## config.mk

```make
export PLATFORM = sky130hd
export DESIGN_NAME = sorted_circular_turn_list_unit
export DESIGN_NICKNAME = d
export VERILOG_FILES = /design/src/rtl/core/sctl_pkg.sv /design/src/rtl/core/sctl_cell.sv /design/src/rtl/core/sorted_circular_turn_list_unit.sv
export SDC_FILE = /design/constraint.sdc
export NUM_CORES = 1
export LEC_CHECK = 0
export BUFFER_PORTS_ARGS = -buffer_cell sky130_fd_sc_hd__buf_2
export CAP_MARGIN = 20
export CORE_MARGIN = 8
export CORE_UTILIZATION = 59
export DETAILED_ROUTE_END_ITERATION = 10
export GPL_TIMING_DRIVEN = 1
export PLACE_DENSITY = 0.79
export SYNTH_ARGS = -nofsm -noshare
export SYNTH_HDL_FRONTEND = slang
export SYNTH_SLANG_ARGS = --single-unit
```

## constraint.sdc

```tcl
create_clock -name clk -period 4.54 [get_ports clk]
set_input_delay 0.681 -clock clk [delete_from_list [all_inputs] [get_ports clk]]
set_output_delay 0.681 -clock clk [all_outputs]
set_load 0.03 [all_outputs]
```

## src/rtl/core/sctl_pkg.sv

```systemverilog
`timescale 1ns / 1ps

package sctl_pkg;

    localparam int DEF_MAX_ENTRIES = 16;
    localparam int ID_W            = 8;
    localparam int KEY_W           = 8;
    localparam int TOTAL_W         = 5;

    // operation codes
    localparam logic [1:0] FUNC_INSERT = 2'd0;
    localparam logic [1:0] FUNC_REMOVE = 2'd1;
    localparam logic [1:0] FUNC_ROTATE = 2'd2;

    // status codes
    localparam logic [1:0] ST_OK           = 2'd0;
    localparam logic [1:0] ST_FULL         = 2'd1;
    localparam logic [1:0] ST_NOT_FOUND    = 2'd2;
    localparam logic [1:0] ST_EMPTY_ROTATE = 2'd3;

    typedef struct packed {
        logic [1:0]              func;
        logic [ID_W-1:0]         entry_id;
        logic signed [KEY_W-1:0] priority_req;
    } in_item_t;

    typedef struct packed {
        logic [ID_W-1:0]         head_id;
        logic signed [KEY_W-1:0] head_priority;
        logic                    list_empty;
        logic [TOTAL_W-1:0]      entry_total;
        logic [1:0]              status;
    } out_item_t;

    // broadcast to every cell
    typedef struct packed {
        logic                    enable;
        logic [1:0]              func;
        logic [ID_W-1:0]         entry_id;
        logic signed [KEY_W-1:0] priority_req;
    } cell_cmd_t;

    // where a cell sits relative to the fill level
    typedef struct packed {
        logic occupied;   // index < occupancy
        logic is_tail;    // index == occupancy - 1
        logic at_end;     // index == occupancy
    } cell_pos_t;

endpackage

```

## src/rtl/core/sctl_cell.sv

```systemverilog
`timescale 1ns / 1ps

module sctl_cell
    import sctl_pkg::*;
(
    input  logic                    clk,
    input  cell_cmd_t               cmd,
    input  cell_pos_t               pos,
    input  logic [ID_W-1:0]         prev_id,
    input  logic signed [KEY_W-1:0] prev_key,
    input  logic [ID_W-1:0]         nxt_id,
    input  logic signed [KEY_W-1:0] nxt_key,
    input  logic [ID_W-1:0]         head_id,
    input  logic signed [KEY_W-1:0] head_key,
    input  logic                    seen_in,
    input  logic                    found_in,
    output logic                    seen_out,
    output logic                    found_out,
    output logic [ID_W-1:0]         id_q,
    output logic signed [KEY_W-1:0] key_q,
    output logic [ID_W-1:0]         id_upd,
    output logic signed [KEY_W-1:0] key_upd
);

    logic [ID_W-1:0]         id_reg;
    logic [ID_W-1:0]         id_next;
    logic signed [KEY_W-1:0] key_reg;
    logic signed [KEY_W-1:0] key_next;
    logic                    lower;
    logic                    match;

    assign lower     = pos.occupied && (key_reg < cmd.priority_req);
    assign match     = pos.occupied && (id_reg == cmd.entry_id);
    assign seen_out  = seen_in | lower;
    assign found_out = found_in | match;

    always_comb
    begin
        id_next  = id_reg;
        key_next = key_reg;
        if (cmd.enable)
        begin
            case (cmd.func)
                FUNC_INSERT:
                begin
                    // everything from the insertion point onwards moves back one
                    if (seen_in)
                    begin
                        id_next  = prev_id;
                        key_next = prev_key;
                    end
                    else if (lower || pos.at_end)
                    begin
                        id_next  = cmd.entry_id;
                        key_next = cmd.priority_req;
                    end
                end
                FUNC_REMOVE:
                begin
                    if (found_in || match)
                    begin
                        id_next  = nxt_id;
                        key_next = nxt_key;
                    end
                end
                FUNC_ROTATE:
                begin
                    if (pos.is_tail)
                    begin
                        id_next  = head_id;
                        key_next = head_key;
                    end
                    else if (pos.occupied)
                    begin
                        id_next  = nxt_id;
                        key_next = nxt_key;
                    end
                end
                default:
                begin
                    id_next  = id_reg;
                    key_next = key_reg;
                end
            endcase
        end
    end

    always_ff @(posedge clk)
    begin
        id_reg  <= id_next;
        key_reg <= key_next;
    end

    assign id_q    = id_reg;
    assign key_q   = key_reg;
    assign id_upd  = id_next;
    assign key_upd = key_next;

endmodule

```

## src/rtl/core/sorted_circular_turn_list_unit.sv

```systemverilog
`timescale 1ns / 1ps
// Sorted circular turn list.
// Input channel in_valid/in_ready/in_data carries one command beat: insert
// (ordered by priority, higher first, equal keys behind), remove by
// identifier, or rotate the head on by one. Output channel
// out_valid/out_ready/out_data returns one beat per command with the head
// entry, empty flag, entry count and a status code.
// The entries live in a row of cells, cell 0 being the head. A command is
// latched on acceptance and applied once the output register is free, when
// every cell compares against it and shifts from its neighbour in one step;
// the result is registered at the same edge. in_ready stays low while the
// latched command waits to be applied, so a new command is not accepted
// until the previous one has been applied.
// While a result waits on out_ready the next command is still accepted and
// held; it is applied once the output register frees up.
// Reset empties the list (count zero) and clears both channels; the cell
// contents are not reset and are never read beyond the count.
module sorted_circular_turn_list_unit
    import sctl_pkg::*;
#(
    parameter int MAX_ENTRIES = DEF_MAX_ENTRIES
)
(
    input  logic      clk,
    input  logic      rst_n,
    input  logic      in_valid,
    output logic      in_ready,
    input  in_item_t  in_data,
    output logic      out_valid,
    input  logic      out_ready,
    output out_item_t out_data
);

    localparam int CW = $clog2(MAX_ENTRIES + 1);

    logic            busy_reg;
    logic            busy_next;
    in_item_t        op_reg;
    in_item_t        op_next;
    logic [CW-1:0]   occ_reg;
    logic [CW-1:0]   occ_next;
    logic            out_valid_reg;
    logic            out_valid_next;
    out_item_t       out_reg;
    out_item_t       out_next;

    logic            commit;
    logic            full;
    logic            found;
    cell_cmd_t       cmd;
    logic [1:0]      status;
    logic [31:0]     occ_wide;

    logic                    seen  [0:MAX_ENTRIES];
    logic                    hit   [0:MAX_ENTRIES];
    logic [ID_W-1:0]         id_q  [0:MAX_ENTRIES-1];
    logic signed [KEY_W-1:0] key_q [0:MAX_ENTRIES-1];
    logic [ID_W-1:0]         id_u  [0:MAX_ENTRIES-1];
    logic signed [KEY_W-1:0] key_u [0:MAX_ENTRIES-1];

    assign in_ready = !busy_reg;
    assign commit   = busy_reg && (!out_valid_reg || out_ready);
    assign full     = (occ_reg == CW'(MAX_ENTRIES));
    assign found    = hit[MAX_ENTRIES];

    always_comb
    begin
        cmd.func         = op_reg.func;
        cmd.entry_id     = op_reg.entry_id;
        cmd.priority_req = op_reg.priority_req;
        cmd.enable       = commit && !((op_reg.func == FUNC_INSERT) && full);
    end

    assign seen[0] = 1'b0;
    assign hit[0]  = 1'b0;

    for (genvar k = 0; k < MAX_ENTRIES; k++)
    begin : g_cell
        cell_pos_t               pos;
        logic [ID_W-1:0]         p_id;
        logic signed [KEY_W-1:0] p_key;
        logic [ID_W-1:0]         n_id;
        logic signed [KEY_W-1:0] n_key;

        assign pos.occupied = (CW'(k) < occ_reg);
        assign pos.is_tail  = (CW'(k + 1) == occ_reg);
        assign pos.at_end   = (CW'(k) == occ_reg);

        if (k == 0)
        begin : g_first
            assign p_id  = '0;
            assign p_key = '0;
        end
        else
        begin : g_mid
            assign p_id  = id_q[k-1];
            assign p_key = key_q[k-1];
        end

        if (k == MAX_ENTRIES - 1)
        begin : g_last
            assign n_id  = id_q[k];
            assign n_key = key_q[k];
        end
        else
        begin : g_inner
            assign n_id  = id_q[k+1];
            assign n_key = key_q[k+1];
        end

        sctl_cell u_cell (
            .clk       (clk),
            .cmd       (cmd),
            .pos       (pos),
            .prev_id   (p_id),
            .prev_key  (p_key),
            .nxt_id    (n_id),
            .nxt_key   (n_key),
            .head_id   (id_q[0]),
            .head_key  (key_q[0]),
            .seen_in   (seen[k]),
            .found_in  (hit[k]),
            .seen_out  (seen[k+1]),
            .found_out (hit[k+1]),
            .id_q      (id_q[k]),
            .key_q     (key_q[k]),
            .id_upd    (id_u[k]),
            .key_upd   (key_u[k])
        );
    end

    always_comb
    begin
        status   = ST_OK;
        occ_next = occ_reg;
        case (op_reg.func)
            FUNC_INSERT:
            begin
                if (full)
                    status = ST_FULL;
                else
                    occ_next = occ_reg + CW'(1);
            end
            FUNC_REMOVE:
            begin
                if (found)
                    occ_next = occ_reg - CW'(1);
                else
                    status = ST_NOT_FOUND;
            end
            FUNC_ROTATE:
            begin
                if (occ_reg == '0)
                    status = ST_EMPTY_ROTATE;
            end
            default:
            begin
                status = ST_OK;
            end
        endcase
    end

    assign occ_wide = 32'(occ_next);

    always_comb
    begin
        busy_next      = busy_reg;
        op_next        = op_reg;
        out_valid_next = out_valid_reg;
        out_next       = out_reg;

        if (out_valid_reg && out_ready)
            out_valid_next = 1'b0;

        if (commit)
        begin
            busy_next                = 1'b0;
            out_valid_next           = 1'b1;
            out_next.list_empty      = (occ_next == '0);
            out_next.head_id         = (occ_next == '0) ? '0 : id_u[0];
            out_next.head_priority   = (occ_next == '0) ? '0 : key_u[0];
            out_next.entry_total     = occ_wide[TOTAL_W-1:0];
            out_next.status          = status;
        end

        if (in_valid && in_ready)
        begin
            busy_next = 1'b1;
            op_next   = in_data;
        end
    end

    always_ff @(posedge clk or negedge rst_n)
    begin
        if (!rst_n)
        begin
            busy_reg      <= 1'b0;
            occ_reg       <= '0;
            out_valid_reg <= 1'b0;
        end
        else
        begin
            busy_reg      <= busy_next;
            out_valid_reg <= out_valid_next;
            if (commit)
                occ_reg <= occ_next;
        end
    end

    always_ff @(posedge clk)
    begin
        op_reg  <= op_next;
        out_reg <= out_next;
    end

    assign out_valid = out_valid_reg;
    assign out_data  = out_reg;

    a_occ_bound: assert property (@(posedge clk) disable iff (!rst_n)
        occ_reg <= CW'(MAX_ENTRIES))
        else $error("fill level beyond capacity");

    a_commit_result: assert property (@(posedge clk) disable iff (!rst_n)
        commit |=> out_valid_reg)
        else $error("applied command produced no result beat");

    a_occ_quiet: assert property (@(posedge clk) disable iff (!rst_n)
        !commit |=> $stable(occ_reg))
        else $error("fill level changed with no command applied");

    a_hold_busy: assert property (@(posedge clk) disable iff (!rst_n)
        busy_reg && out_valid_reg && !out_ready |=> busy_reg && $stable(op_reg))
        else $error("pending command lost while output stalled");

endmodule
```

==> impl_metrics.yaml <==
detailed_routing:
  ant_nets: 0
  drc_errors: 0
  drtPass1Iterations: 6
  via_count: 25100
  drt_wl_total_um: 95400
  via_per_inst: 7.32
  initialDrtViolationCount: 3964
  wl_per_cell_um: 27.8
final_layout:
  areaGrowthSynthToFinish_pct: 9.76
  fillCellCount: 3504
  drive_gt1_share_pct: 13.1
  nets: 2991
  regArea_um2: 8960
  multiInputGateArea_um2: 14800
clocking:
  cts_tree: "yes"
  insertion_delay_ns: 0.57
  htree_levels: 2
  cts-root-buf: "clkbuf_16"
  clk_pin_slew_ns: 0.07
  numCtsBuffers: 38
  numClockSinks: 305
  cts_buffer_depth: 3
  cts_setup_buffers: 0
synthesis:
  synth_fa_ha_area_share_pct: 5.98
  netlist_area_um2: 25300
  synth_common_cells: "369 x nand2_1, 282 x edfxtp_1, 229 x clkbuf_1"
  synth_top_area_share_pct: 33.5
  synth_top_family_by_area: "compound AO/OA/AOI/OAI gates"
  synth-seq-cells: 305
  synth-async-reset-ratio_pct: 2.30
  synth_area_leader_cell: "edfxtp_1"
  synth_nets: 3042
  synth_edf_count: 282
  syn_inst: 2899
  seq_area_frac_synth_pct: 35.4
  avgSynthCellArea_um2: 8.73
  yosysMostFrequentCell: "nand2_1"
  yosysWarningCount: 0
  synth-xor-area-share_pct: 4.47
  synth-simple-area-share_pct: 15.0
  synthMuxAreaShare_pct: 8.53
  ys_types: 84
  synth_compound_area_share_pct: 23.7
  synth_flop_cell: "edfxtp_1"
  synthTopCellsByArea: "edfxtp_1 33%, mux2i_1 6.5%, ha_1 6.0%"
floorplan:
  die_width_um: 223
  fp.dieH_um: 223
  dieArea_um2: 49800
  placementRows: 76
  fp.coreArea_um2: 42700
  io_pins: 48
  initial_utilization_pct: 59.3
timing:
  period_needed_ns: 4.47
  finalCritPeriodShare_pct: 98.5
  final.setup.tns_ns: 0
  rsz0062_at_grt: "no"
  worstMarginPinSlew_ns: 1.21
  hold_viol: 0
  clock.fmax_ghz: 0.224
  finalClockSkew_ns: 0.0152
  relSlewSlack_pct: 19.0
  drv_slew: 0
  setup-violations-final: 0
grt:
  grt_pass1_wl_um: 145000
  grt_pass1_vias: 24200
  antenna_found_initial: 1
  gr-total-overflow: 0
  track_usage_pct: 37.1
  grt_start_max_net_pins: 151
worst_setup_path:
  path_max_fanout: 11
  crit_arrival_ns: 4.74
  crit_path_end_kind: "register"
  start_kind: "register"
  crit_type: "register to register"
  critPathRequiredTime_ns: 4.81
power_and_ir_drop:
  p_per_area_nw_per_um2: 754
  p_leak_nw: 10.4
  p_total_mw: 20.9
  peakVddDrop_mv: 0.421
run_status:
  outcome: "completed"
min_path:
  hp-class: "input port to register"
placement:
  gp_congestion: 0.990
  port_buffers: 47
  dp_hpwl_um: 64900
job:
  maxCapViolCount: 0
==> layout make-up <==
| class | instances | area share (%) |
|---|---|---|
| clock buffer | 61 | 4.19 |
| tap | 546 | 2.46 |
| inverter | 143 | 1.95 |
| antenna | 1 | 0.00901 |
| sequential | 305 | 32.3 |
| clock inverter | 9 | 0.270 |
| timing repair buffer | 204 | 5.47 |
| multi-input combinational | 2156 | 53.4 |
==> worst paths after layout <==
check                            start                    endpoint  slack (ns)  cells after the start
min in group asynchronous        rst_n                  occ_reg[0]        0.48                      2
setup reg to reg            occ_reg[1]  g_cell[15].u_cell.key_q[5]        0.07                      8
max in group asynchronous        rst_n                  occ_reg[2]        3.86                      2
setup / recovery            occ_reg[1]  g_cell[15].u_cell.key_q[5]        0.07                      8
hold / removal             in_data[15]                     cmd[15]        0.29                      1
hold reg to reg              out_valid                   out_valid        0.55                      2
==> logic make-up after synthesis <==
family                     after synthesis
AOI/OAI and AO/OA                      878
and+or+nand+nor                        819
buffers and inverters                  438
DFF                                    305
muxes                                  209
xor gates and xnor gates               129
adders and majority gates              121
==> layer usage <==
metal	global-route usage (%)	vias up	wire length [µm]
li1	-	10800	-
met1	48.5	11900	35400
met2	56.6	2005	41200
met3	8.77	427	13000
met4	19.5	4	5730
met5	0	-	31
==> report_power, final <==
group / total (mW) / switching, mW / internal [mW]
logic: 12.3 / 8.19 / 4.14
clock network: 3.13 / 1.31 / 1.81
registers: 5.47 / 0.873 / 4.60
==> cell usage in the layout (no fill, tap or decap), types with 12 or more instances in the layout <==
cell | synthesis | final
nand2_1 | 369 | 369
edfxtp_1 | 282 | 282
a21oi_1 | 228 | 228
mux2i_1 | 165 | 165
buf_4 | 13 | 146
nor2_1 | 144 | 143
o21ai_0 | 137 | 137
inv_1 | 134 | 133
ha_1 | 121 | 118
nand3_1 | 110 | 110
o311ai_0 | 108 | 107
xnor2_1 | 90 | 90
o22ai_1 | 83 | 83
buf_2 | 18 | 47
nand4_1 | 43 | 43
mux2_2 | 43 | 43
clkbuf_16 | 0 | 42
a21o_1 | 40 | 40
xor2_1 | 39 | 39
a221o_1 | 35 | 35
a31oi_1 | 43 | 31
a211oi_1 | 26 | 24
nand2b_1 | 23 | 23
a221oi_1 | 23 | 23
o311a_1 | 19 | 19
o31ai_1 | 19 | 19
nor2b_1 | 19 | 18
nor3b_1 | 19 | 18
nor3_1 | 20 | 17
a41oi_1 | 17 | 17
dfxtp_1 | 16 | 16
clkbuf_1 | 229 | 15
a22oi_1 | 14 | 14
or3_1 | 12 | 12
a31oi_2 | 1 | 12
==> repair_timing <==
action	CTS	global route
hold endpoints to repair	7	0
setup endpoints to repair	0	14
gates resized for setup	0	2
hold buffers	1	0
==> critical path: stages, from the launching register on <==
cell and delay (ns):
dfrtp_1 0.55, inv_1 0.30, ha_1 0.33, nor2b_1 0.65, nand3b_1 0.29, nor3_1 0.64
o21ai_0 0.56, a31oi_4 0.57, buf_4 0.27
==> per-stage QoR <==
stage | utilization, % | hold WS (ns) | instances | setup slack (ns) | area [µm²]
6_report | 65.0 | 0.287 | 3425 | 0.0666 | 27800
5_1_grt | 65.0 | 0.282 | 3424 | 0.0841 | 27800
4_1_cts | 64.9 | 0.274 | 3421 | 0.225 | 27700
3_5_place_dp | 62.0 | 0.530 | 3350 | 0.259 | 26500
3_3_place_gp | 62.0 | 0.484 | 3349 | 0.226 | 26500
2_1_floorplan | - | 0.385 | 2899 | 0.0415 | 25300
Power figures use the tool's default switching activity.
